$ cat config.mk
export PLATFORM = sky130hd
export DESIGN_NAME = sine_taylor_series
export DESIGN_NICKNAME = d
export VERILOG_FILES = /design/src/hw/rtl/sts_pkg.sv /design/src/hw/rtl/sine_taylor_series.sv
export SDC_FILE = /design/constraint.sdc
export NUM_CORES = 2
export LEC_CHECK = 0
export ABC_AREA = 1
export BUFFER_PORTS_ARGS = -buffer_cell sky130_fd_sc_hd__buf_4
export CAP_MARGIN = 20
export CORE_MARGIN = 1
export CORE_UTILIZATION = 40
export DETAILED_ROUTE_END_ITERATION = 10
export PLACE_DENSITY = 0.67
export SLEW_MARGIN = 40
export SYNTH_ARGS = -nofsm -noshare
export SYNTH_HDL_FRONTEND = slang
export SYNTH_SLANG_ARGS = --single-unit
$ cat constraint.sdc
create_clock -name aclk -period 27.8 [get_ports aclk]
set_clock_uncertainty 0.05 [all_clocks]
set_input_delay 1.39 -clock aclk [delete_from_list [all_inputs] [get_ports aclk]]
set_output_delay 1.39 -clock aclk [all_outputs]
set_load 0.005 [all_outputs]
$ cat src/hw/rtl/sts_pkg.sv
`default_nettype none

package sts_pkg;

    // Field and datapath widths
    localparam int ANGLE_W   = 24;  // Q8.16 angle
    localparam int SINE_W    = 18;  // Q2.16 sine
    localparam int S_TDATA_W = 24;
    localparam int M_TDATA_W = 24;
    localparam int RED_W     = 24;  // reduction register
    localparam int R_W       = 19;  // reduced angle, y in Q19
    localparam int Y2_W      = 38;  // y^2 in Q38
    localparam int ACC_W     = 53;  // signed Horner accumulator, Q40
    localparam int MAG_W     = 52;  // magnitude of the accumulator
    localparam int HALF_W    = 26;  // one multiplier operand chunk
    localparam int PROD_W    = 91;  // product accumulator
    localparam int COEF_W    = 50;
    localparam int MFIN_W    = 29;  // final product magnitude after shift
    localparam int PC_W      = 5;
    localparam int K_W       = 4;
    localparam int MAX_TERMS = 12;

    localparam int HORN_SHIFT = 38;
    localparam int FIN_SHIFT  = 43;

    // 2*pi in Q16, and the offset that lifts any negative angle above zero
    localparam int TWO_PI_Q16 = 411775;
    localparam int RED_OFFSET = 21 * TWO_PI_Q16;
    localparam int RED_STEPS  = 5;

    localparam int SINE_MAX = 131071;
    localparam int SINE_MIN_MAG = 131072;

    // Coefficients 8^(2k+1)/(2k+1)! in Q40, each from the one before
    localparam longint COEF_0  = longint'(1) << 43;
    localparam longint COEF_1  = (COEF_0  * 64 + 3) / 6;
    localparam longint COEF_2  = (COEF_1  * 64 + 10) / 20;
    localparam longint COEF_3  = (COEF_2  * 64 + 21) / 42;
    localparam longint COEF_4  = (COEF_3  * 64 + 36) / 72;
    localparam longint COEF_5  = (COEF_4  * 64 + 55) / 110;
    localparam longint COEF_6  = (COEF_5  * 64 + 78) / 156;
    localparam longint COEF_7  = (COEF_6  * 64 + 105) / 210;
    localparam longint COEF_8  = (COEF_7  * 64 + 136) / 272;
    localparam longint COEF_9  = (COEF_8  * 64 + 171) / 342;
    localparam longint COEF_10 = (COEF_9  * 64 + 210) / 420;
    localparam longint COEF_11 = (COEF_10 * 64 + 253) / 506;

    typedef enum logic [2:0] {
        OP_RED,
        OP_SQR,
        OP_INIT,
        OP_ABS,
        OP_MUL,
        OP_HORN,
        OP_FIN
    } op_t;

    typedef enum logic [1:0] {
        BSEL_Y2_LO,
        BSEL_Y2_HI,
        BSEL_R
    } b_sel_t;

    typedef enum logic [1:0] {
        COND_NONE,
        COND_ONE_TERM,
        COND_MORE_TERMS
    } cond_t;

    typedef struct packed {
        op_t             op;
        logic [2:0]      sh;        // reduction: subtract 2*pi << sh
        logic            a_hi;      // multiply: upper chunk of the magnitude
        b_sel_t          b_sel;     // multiply: second operand
        logic            half_fin;  // abs: preload the final rounding half
        cond_t           cond;
        logic [PC_W-1:0] target;
    } ucode_t;

    localparam logic [PC_W-1:0] PC_LAST  = PC_W'(16);
    localparam logic [PC_W-1:0] PC_HORN  = PC_W'(7);
    localparam logic [PC_W-1:0] PC_FINAL = PC_W'(13);

    function automatic logic [COEF_W-1:0] coef_rom(input logic [K_W-1:0] k);
        logic [COEF_W-1:0] c;
        unique case (k)
            4'd0:    c = COEF_W'(COEF_0);
            4'd1:    c = COEF_W'(COEF_1);
            4'd2:    c = COEF_W'(COEF_2);
            4'd3:    c = COEF_W'(COEF_3);
            4'd4:    c = COEF_W'(COEF_4);
            4'd5:    c = COEF_W'(COEF_5);
            4'd6:    c = COEF_W'(COEF_6);
            4'd7:    c = COEF_W'(COEF_7);
            4'd8:    c = COEF_W'(COEF_8);
            4'd9:    c = COEF_W'(COEF_9);
            4'd10:   c = COEF_W'(COEF_10);
            4'd11:   c = COEF_W'(COEF_11);
            default: c = '0;
        endcase
        return c;
    endfunction

    // Program: reduce, square, initialise, Horner loop (abs, four partial products,
    // update), then the final abs, multiply by r and write-out.
    function automatic ucode_t ucode_word(input logic [PC_W-1:0] pc);
        ucode_t w;
        w.op       = OP_FIN;
        w.sh       = 3'd0;
        w.a_hi     = 1'b0;
        w.b_sel    = BSEL_Y2_LO;
        w.half_fin = 1'b0;
        w.cond     = COND_NONE;
        w.target   = '0;
        unique case (pc)
            5'd0: begin w.op = OP_RED; w.sh = 3'd4; end
            5'd1: begin w.op = OP_RED; w.sh = 3'd3; end
            5'd2: begin w.op = OP_RED; w.sh = 3'd2; end
            5'd3: begin w.op = OP_RED; w.sh = 3'd1; end
            5'd4: begin w.op = OP_RED; w.sh = 3'd0; end
            5'd5: w.op = OP_SQR;
            5'd6: begin
                w.op = OP_INIT; w.cond = COND_ONE_TERM; w.target = PC_FINAL;
            end
            5'd7:  w.op = OP_ABS;
            5'd8:  begin w.op = OP_MUL; w.b_sel = BSEL_Y2_LO; end
            5'd9:  begin w.op = OP_MUL; w.b_sel = BSEL_Y2_HI; end
            5'd10: begin w.op = OP_MUL; w.a_hi = 1'b1; w.b_sel = BSEL_Y2_LO; end
            5'd11: begin w.op = OP_MUL; w.a_hi = 1'b1; w.b_sel = BSEL_Y2_HI; end
            5'd12: begin
                w.op = OP_HORN; w.cond = COND_MORE_TERMS; w.target = PC_HORN;
            end
            5'd13: begin w.op = OP_ABS; w.half_fin = 1'b1; end
            5'd14: begin w.op = OP_MUL; w.b_sel = BSEL_R; end
            5'd15: begin w.op = OP_MUL; w.a_hi = 1'b1; w.b_sel = BSEL_R; end
            5'd16: w.op = OP_FIN;
            default: w.op = OP_FIN;
        endcase
        return w;
    endfunction

endpackage

`default_nettype wire

$ cat src/hw/rtl/sine_taylor_series.sv
`default_nettype none
// Fixed-point sine by odd Taylor series.
//
// Input channel (s_*): one signed Q8.16 angle in radians per item. The angle
// is reduced into [0, 2*pi) and its sine returned as a signed Q2.16 item on
// the result channel (m_*), saturated to the 18-bit range.
//
// A small microcode program drives the datapath: five compare-subtract steps
// reduce the angle, one step squares it on a 19x19 squarer, and each Horner
// term takes six steps (magnitude, four partial products on the one shared
// 26x19 multiplier, update). Only one item is in flight.
//
// The result sits in an output register, so a new angle is taken while the
// previous sine waits. When the receiver stalls and the next sine is ready,
// the program holds on its last step until the output register frees.
// Reset (aresetn low, synchronous) drops any item in flight and clears the
// output valid; the block keeps no state between items.
module sine_taylor_series #(
    parameter int TERMS = 10
) (
    input  wire logic                           aclk,
    input  wire logic                           aresetn,
    input  wire logic                           s_tvalid,
    output logic                                s_tready,
    input  wire logic [sts_pkg::S_TDATA_W-1:0]  s_tdata,   // [23:0] angle
    output logic                                m_tvalid,
    input  wire logic                           m_tready,
    output logic [sts_pkg::M_TDATA_W-1:0]       m_tdata    // [17:0] sine, zeros above
);

    localparam int N_TERMS = (TERMS < 1) ? 1 :
                             ((TERMS > sts_pkg::MAX_TERMS) ? sts_pkg::MAX_TERMS : TERMS);
    localparam logic [sts_pkg::K_W-1:0] K_FIRST =
        sts_pkg::K_W'((N_TERMS >= 2) ? (N_TERMS - 2) : 0);
    localparam logic [sts_pkg::K_W-1:0] K_TOP = sts_pkg::K_W'(N_TERMS - 1);
    localparam logic ONE_TERM = (N_TERMS == 1);

    localparam logic [sts_pkg::RED_W-1:0] TWO_PI = sts_pkg::RED_W'(sts_pkg::TWO_PI_Q16);

    // Control state
    logic                        busy_reg, busy_next;
    logic [sts_pkg::PC_W-1:0]    pc_reg, pc_next;
    logic                        m_valid_reg, m_valid_next;

    // Datapath registers
    logic [sts_pkg::RED_W-1:0]   red_reg, red_next;
    logic [sts_pkg::Y2_W-1:0]    y2_reg, y2_next;
    logic [sts_pkg::ACC_W-1:0]   acc_reg, acc_next;
    logic [sts_pkg::MAG_W-1:0]   mag_reg, mag_next;
    logic                        neg_reg, neg_next;
    logic [sts_pkg::PROD_W-1:0]  prod_reg, prod_next;
    logic [sts_pkg::K_W-1:0]     k_reg, k_next;
    logic [sts_pkg::SINE_W-1:0]  sine_reg, sine_next;

    sts_pkg::ucode_t             uc;
    logic                        accept;
    logic                        step_en;
    logic                        jump;

    logic [sts_pkg::ANGLE_W:0]   angle_lift;
    logic [sts_pkg::RED_W-1:0]   red_sub;
    logic [sts_pkg::RED_W:0]     red_diff;
    logic [sts_pkg::R_W-1:0]     r_val;
    logic [sts_pkg::HALF_W-1:0]  mul_a;
    logic [sts_pkg::R_W-1:0]     mul_b;
    logic [sts_pkg::HALF_W+sts_pkg::R_W-1:0] mul_p;
    logic [5:0]                  mul_sh;
    logic [sts_pkg::ACC_W-1:0]   acc_neg;
    logic [sts_pkg::ACC_W-1:0]   coef_ext;
    logic [sts_pkg::ACC_W-1:0]   m_horn;
    logic [sts_pkg::MFIN_W-1:0]  m_fin;

    assign uc       = sts_pkg::ucode_word(pc_reg);
    assign s_tready = aresetn & ~busy_reg;
    assign accept   = s_tvalid & s_tready;
    assign m_tvalid = m_valid_reg;
    assign m_tdata  = {{(sts_pkg::M_TDATA_W - sts_pkg::SINE_W){1'b0}}, sine_reg};

    // Hold the last step while the previous sine still waits downstream
    assign step_en = busy_reg &
                     ~((uc.op == sts_pkg::OP_FIN) & m_valid_reg & ~m_tready);

    always_comb begin
        case (uc.cond)
            sts_pkg::COND_ONE_TERM:   jump = ONE_TERM;
            sts_pkg::COND_MORE_TERMS: jump = (k_reg != '0);
            default:                  jump = 1'b0;
        endcase
    end

    // Datapath operand and result logic
    always_comb begin
        angle_lift = {s_tdata[sts_pkg::ANGLE_W-1], s_tdata[sts_pkg::ANGLE_W-1:0]}
                     + (sts_pkg::ANGLE_W + 1)'(sts_pkg::RED_OFFSET);
        red_sub    = TWO_PI << uc.sh;
        red_diff   = {1'b0, red_reg} - {1'b0, red_sub};
        r_val      = red_reg[sts_pkg::R_W-1:0];

        mul_a = uc.a_hi ? mag_reg[sts_pkg::MAG_W-1:sts_pkg::HALF_W]
                        : mag_reg[sts_pkg::HALF_W-1:0];
        case (uc.b_sel)
            sts_pkg::BSEL_Y2_LO: mul_b = y2_reg[sts_pkg::R_W-1:0];
            sts_pkg::BSEL_Y2_HI: mul_b = y2_reg[sts_pkg::Y2_W-1:sts_pkg::R_W];
            default:             mul_b = r_val;
        endcase
        mul_p  = (sts_pkg::HALF_W + sts_pkg::R_W)'(mul_a) *
                 (sts_pkg::HALF_W + sts_pkg::R_W)'(mul_b);
        mul_sh = (uc.a_hi ? 6'(sts_pkg::HALF_W) : 6'd0) +
                 ((uc.b_sel == sts_pkg::BSEL_Y2_HI) ? 6'(sts_pkg::R_W) : 6'd0);

        acc_neg  = ~acc_reg + 1'b1;
        coef_ext = sts_pkg::ACC_W'(sts_pkg::coef_rom(k_reg));
        m_horn   = prod_reg[sts_pkg::HORN_SHIFT +: sts_pkg::ACC_W];
        m_fin    = prod_reg[sts_pkg::FIN_SHIFT +: sts_pkg::MFIN_W];
    end

    // Next-state for control and datapath
    always_comb begin
        busy_next    = busy_reg;
        pc_next      = pc_reg;
        m_valid_next = m_valid_reg & ~m_tready;
        red_next     = red_reg;
        y2_next      = y2_reg;
        acc_next     = acc_reg;
        mag_next     = mag_reg;
        neg_next     = neg_reg;
        prod_next    = prod_reg;
        k_next       = k_reg;
        sine_next    = sine_reg;

        if (accept) begin
            busy_next = 1'b1;
            pc_next   = '0;
            // Lift negative angles by a multiple of 2*pi so all are positive
            red_next  = s_tdata[sts_pkg::ANGLE_W-1] ? angle_lift[sts_pkg::RED_W-1:0]
                                                    : s_tdata[sts_pkg::RED_W-1:0];
        end else if (step_en) begin
            pc_next = jump ? uc.target : sts_pkg::PC_W'(pc_reg + 1'b1);
            unique case (uc.op)
                sts_pkg::OP_RED: begin
                    if (!red_diff[sts_pkg::RED_W]) begin
                        red_next = red_diff[sts_pkg::RED_W-1:0];
                    end
                end
                sts_pkg::OP_SQR: begin
                    y2_next = sts_pkg::Y2_W'(r_val) * sts_pkg::Y2_W'(r_val);
                end
                sts_pkg::OP_INIT: begin
                    acc_next = sts_pkg::ACC_W'(sts_pkg::coef_rom(K_TOP));
                    k_next   = K_FIRST;
                end
                sts_pkg::OP_ABS: begin
                    neg_next  = acc_reg[sts_pkg::ACC_W-1];
                    mag_next  = acc_reg[sts_pkg::ACC_W-1] ? acc_neg[sts_pkg::MAG_W-1:0]
                                                          : acc_reg[sts_pkg::MAG_W-1:0];
                    // Preload the rounding half of the coming shift
                    prod_next = uc.half_fin ?
                        (sts_pkg::PROD_W'(1) << (sts_pkg::FIN_SHIFT - 1)) :
                        (sts_pkg::PROD_W'(1) << (sts_pkg::HORN_SHIFT - 1));
                end
                sts_pkg::OP_MUL: begin
                    prod_next = prod_reg + (sts_pkg::PROD_W'(mul_p) << mul_sh);
                end
                sts_pkg::OP_HORN: begin
                    // acc = coef[k] - acc*y2, with the product sign in neg_reg
                    acc_next = neg_reg ? (coef_ext + m_horn) : (coef_ext - m_horn);
                    if (k_reg != '0) begin
                        k_next = k_reg - 1'b1;
                    end
                end
                sts_pkg::OP_FIN: begin
                    if (neg_reg) begin
                        sine_next = (m_fin > sts_pkg::MFIN_W'(sts_pkg::SINE_MIN_MAG)) ?
                            sts_pkg::SINE_W'(sts_pkg::SINE_MIN_MAG) :
                            sts_pkg::SINE_W'(~m_fin + 1'b1);
                    end else begin
                        sine_next = (m_fin > sts_pkg::MFIN_W'(sts_pkg::SINE_MAX)) ?
                            sts_pkg::SINE_W'(sts_pkg::SINE_MAX) :
                            m_fin[sts_pkg::SINE_W-1:0];
                    end
                    m_valid_next = 1'b1;
                    busy_next    = 1'b0;
                    pc_next      = '0;
                end
                default: begin
                    busy_next = 1'b0;
                end
            endcase
        end
    end

    always_ff @(posedge aclk) begin
        if (!aresetn) begin
            busy_reg    <= 1'b0;
            pc_reg      <= '0;
            m_valid_reg <= 1'b0;
        end else begin
            busy_reg    <= busy_next;
            pc_reg      <= pc_next;
            m_valid_reg <= m_valid_next;
        end
    end

    always_ff @(posedge aclk) begin
        red_reg  <= red_next;
        y2_reg   <= y2_next;
        acc_reg  <= acc_next;
        mag_reg  <= mag_next;
        neg_reg  <= neg_next;
        prod_reg <= prod_next;
        k_reg    <= k_next;
        sine_reg <= sine_next;
    end

    // An accepted angle starts the program at its first step
    a_start: assert property (@(posedge aclk) disable iff (!aresetn)
        accept |=> (busy_reg && pc_reg == '0))
        else $error("program did not start on accept");

    // The program counter stays inside the program
    a_pc_range: assert property (@(posedge aclk) disable iff (!aresetn)
        busy_reg |-> (pc_reg <= sts_pkg::PC_LAST))
        else $error("program counter out of range");

    // Reduction leaves the angle below 2*pi before it is squared
    a_reduced: assert property (@(posedge aclk) disable iff (!aresetn)
        (busy_reg && uc.op == sts_pkg::OP_SQR) |-> (red_reg < TWO_PI))
        else $error("angle not reduced below 2*pi");

    // A result appears only out of the write-out step
    a_out_src: assert property (@(posedge aclk) disable iff (!aresetn)
        $rose(m_valid_reg) |-> $past(busy_reg && uc.op == sts_pkg::OP_FIN))
        else $error("result valid without write-out step");

    // The term index never runs past the table in use
    a_k_range: assert property (@(posedge aclk) disable iff (!aresetn)
        (busy_reg && uc.op == sts_pkg::OP_HORN) |-> (k_reg < K_TOP))
        else $error("term index out of range");

endmodule

`default_nettype wire
==> impl_results.md <==
* GRT Overall Usage at 27.7%
* Dpl cells at 9765
* Top_reg_cell synth: edfxtp_1
* Worst skew pair latency at 0.61 ns
* Final Routed Wirelength at 201000 um
* DRC at 0
* Final setup viols at 0
* Die width at about 380 um
* Die footprint at about 0.14 mm2
* Syn_area_per_cell at between 7 and 8 um2
* I/O Buffers at 47
* Final hold vios at 0
* Post-cts gate resize count at 0
* Worst path max stage delay at between 0.6 and 0.7 ns
* H-tree depth at 2
* Met3 GRT Util at around 3.1%
* Share of the yosys chip area belonging to registers at ~17%
* Remaining antenna violation count after routing at 0
* DRT iter0 DRCs at 4914
* R2r startpoint: pc_reg[2]
* First-pass GRT wire length at about 310000 um
* Yosys reg bits at roughly 340
* Synthesized area at 0.0572 mm2
* Hold/Removal Path Class: reg -> reg
* Die H at 380 um
* Row count at between 100 and 150
* Final HPWL DP at between 150000 and 200000 um
* Cts hold-fix bufs at 0
* Dpl ws at about 15 ns
* Postcts setup bufs at 0
* Crit-path max FO at 55
* Final Critical Period at roughly 13 ns
* Final setup margin at 14.65 ns
* Data required, critical path at roughly 28 ns
* Max Freq at ~76 MHz
* Max reg flops at 91
* Number of synthesized flops with an enable pin at 280
* Clock slew at reported path FFs at ~0.07 ns
* Vias post-DR at 52800
* Library cells used by synthesis at 65
* Status: complete, no violations
* Final-stage net count at roughly 9000
* Routability congestion estimate at 1.04
* Vias/cell at about 5.4
* CP Class: reg -> reg
* Initial Utilization at about 40%
* Gr busiest metal: met2
* Final TNS setup at 0 ns
* Setup crit end kind: flop
* Yosys warning count at 0
* # IOs at 54
* Worst-Margin Slew at approximately 0.86 ns
* CTS sink count at between 300 and 400
* Crit path max-delay cell type: nor4_1
* Initial antenna violation count at 2
* Largest net degree at the start of global routing at 73
* Max Cap Viol at 0
* Share of cells above drive strength 1 at under 10%
* Reg-to-Reg End: prod_reg[86]
* Final Slew Violations at 0
* Final Cycle Share at between 40% and 50%
* Post-synth ARST share at 0%
* WHS at between 0.4 and 0.5 ns
* Routed WL per cell at ~20 um
* Number of global-route vias before repair at between 50000 and 60000
* Area delta synth->final at 7.13%
* GRT met2 Usage at approximately 44%
* R2r setup slk at approximately 15 ns
* CTS tree: yes
* Final Non-Filler Cells at roughly 10000
* RSZ-0062 raised after global routing: false
* CTS root buf: clkbuf_16
* Setup crit start: pc_reg[2]
* Total grt overflow at 0
* Slew Limit Headroom at a little over two fifths
* DRT Pass-1 Iters at 8
* CTS max path bufs at 3
* Startpoint Class: flop
* Post-Synthesis Cells at slightly below 8000
* Core area at 0.142 mm2
* Crit path capture: prod_reg[86]
* R2R cell count at 52
* Crit path DAT at between 10 and 15 ns
* Most frequent CP cell: nand2_1
* GRT met1 Usage at 38.3%
* Hold depth at 0
* Ant diodes at 0
* CTS buffer count at between 40 and 50
-- worst min path at each step --
| stage | startpoint | end | slack, ns |
|---|---|---|---|
| 3_3_place_gp | acc_reg[0] | mag_reg[0] | 0.39 |
| 2_1_floorplan | acc_reg[0] | mag_reg[0] | 0.38 |
| 3_5_place_dp | acc_reg[0] | mag_reg[0] | 0.41 |
| 5_1_grt | acc_reg[0] | mag_reg[0] | 0.42 |
| 6_report | acc_reg[0] | mag_reg[0] | 0.42 |
| 4_1_cts | acc_reg[0] | mag_reg[0] | 0.42 |
-- cell families after synthesis --
family / synth area share [%]
xor+xnor: 3.11
compound gates: 11.3
other cells: 0.00656
fa+ha+maj: 32.7
mux: 0.0197
flops: 16.7
simple gates: 23.6
buf+inv: 12.5
-- cell type report --
class                      count  area (um2)
clock inverter                31         260
clock buffer                  47        1130
fill                       14500       80500
tap                         1890        2360
multi-input combinational   5720       40600
timing repair buffer         139        1040
sequential                   336        9530
inverter                    1680        6310
-- cell usage after synthesis, types with 35 or more instances --
cell / count / area share (%)
a21o_1: 40 / 0.53
a21oi_1: 460 / 4.0
a31oi_1: 40 / 0.44
buf_1: 56 / 0.37
clkbuf_1: 127 / 0.83
dfxtp_1: 56 / 2.0
edfxtp_1: 280 / 15
fa_1: 658 / 23
ha_1: 441 / 9.6
inv_1: 1643 / 11
nand2_1: 1596 / 10
nand3_1: 550 / 4.8
nand4_1: 47 / 0.51
nor2_1: 872 / 5.7
nor3_1: 83 / 0.73
o21a_1: 35 / 0.46
o21ai_0: 414 / 3.6
or2_2: 40 / 0.44
xnor2_1: 69 / 1.1
xor2_1: 134 / 2.1
-- worst max-delay path: cells and delay by family, from the launching register on --
kind	cells	cell delay, ns
buf+inv	11	2.27
compound gates	3	0.66
flops	1	0.51
simple gates	29	5.17
fa+ha+maj	9	4.14
-- per-layer routing --
layer | wire length [um] | vias to the layer above
li1 | - | 24900
met3 | 14000 | 377
met1 | 87500 | 25300
met5 | 9 | -
met2 | 90000 | 2186
met4 | 9460 | 2
-- layout by cell type (no fill, tap or decap), types with 17 or more instances in the layout --
| master | count |
|---|---|
| nand4_1 | 47 |
| o21bai_1 | 31 |
| ha_1 | 440 |
| nand3_1 | 549 |
| xnor2_1 | 69 |
| a21oi_1 | 458 |
| a21boi_0 | 18 |
| inv_2 | 17 |
| edfxtp_1 | 280 |
| nand2_1 | 1596 |
| o21a_1 | 35 |
| or2_2 | 40 |
| clkbuf_16 | 45 |
| dfxtp_1 | 56 |
| o21ai_0 | 409 |
| o21ai_1 | 26 |
| o211ai_1 | 18 |
| xor2_1 | 134 |
| nor3_1 | 82 |
| inv_1 | 1640 |
| nor2_1 | 869 |
| a31oi_1 | 40 |
| clkinv_1 | 27 |
| a21o_1 | 40 |
| buf_4 | 139 |
| fa_1 | 658 |
| nor4_1 | 29 |
-- through the flow --
step | util (%) | area [um2]
floorplan | - | 57200
global placement | 42.2 | 59900
detailed placement | 42.2 | 59900
CTS | 43.2 | 61300
global route | 43.2 | 61300
finish | 43.2 | 61300
Power is left out: the tool's default activity adds up to more than one toggle a clock period on the data nets, which glitch-free logic cannot reach.
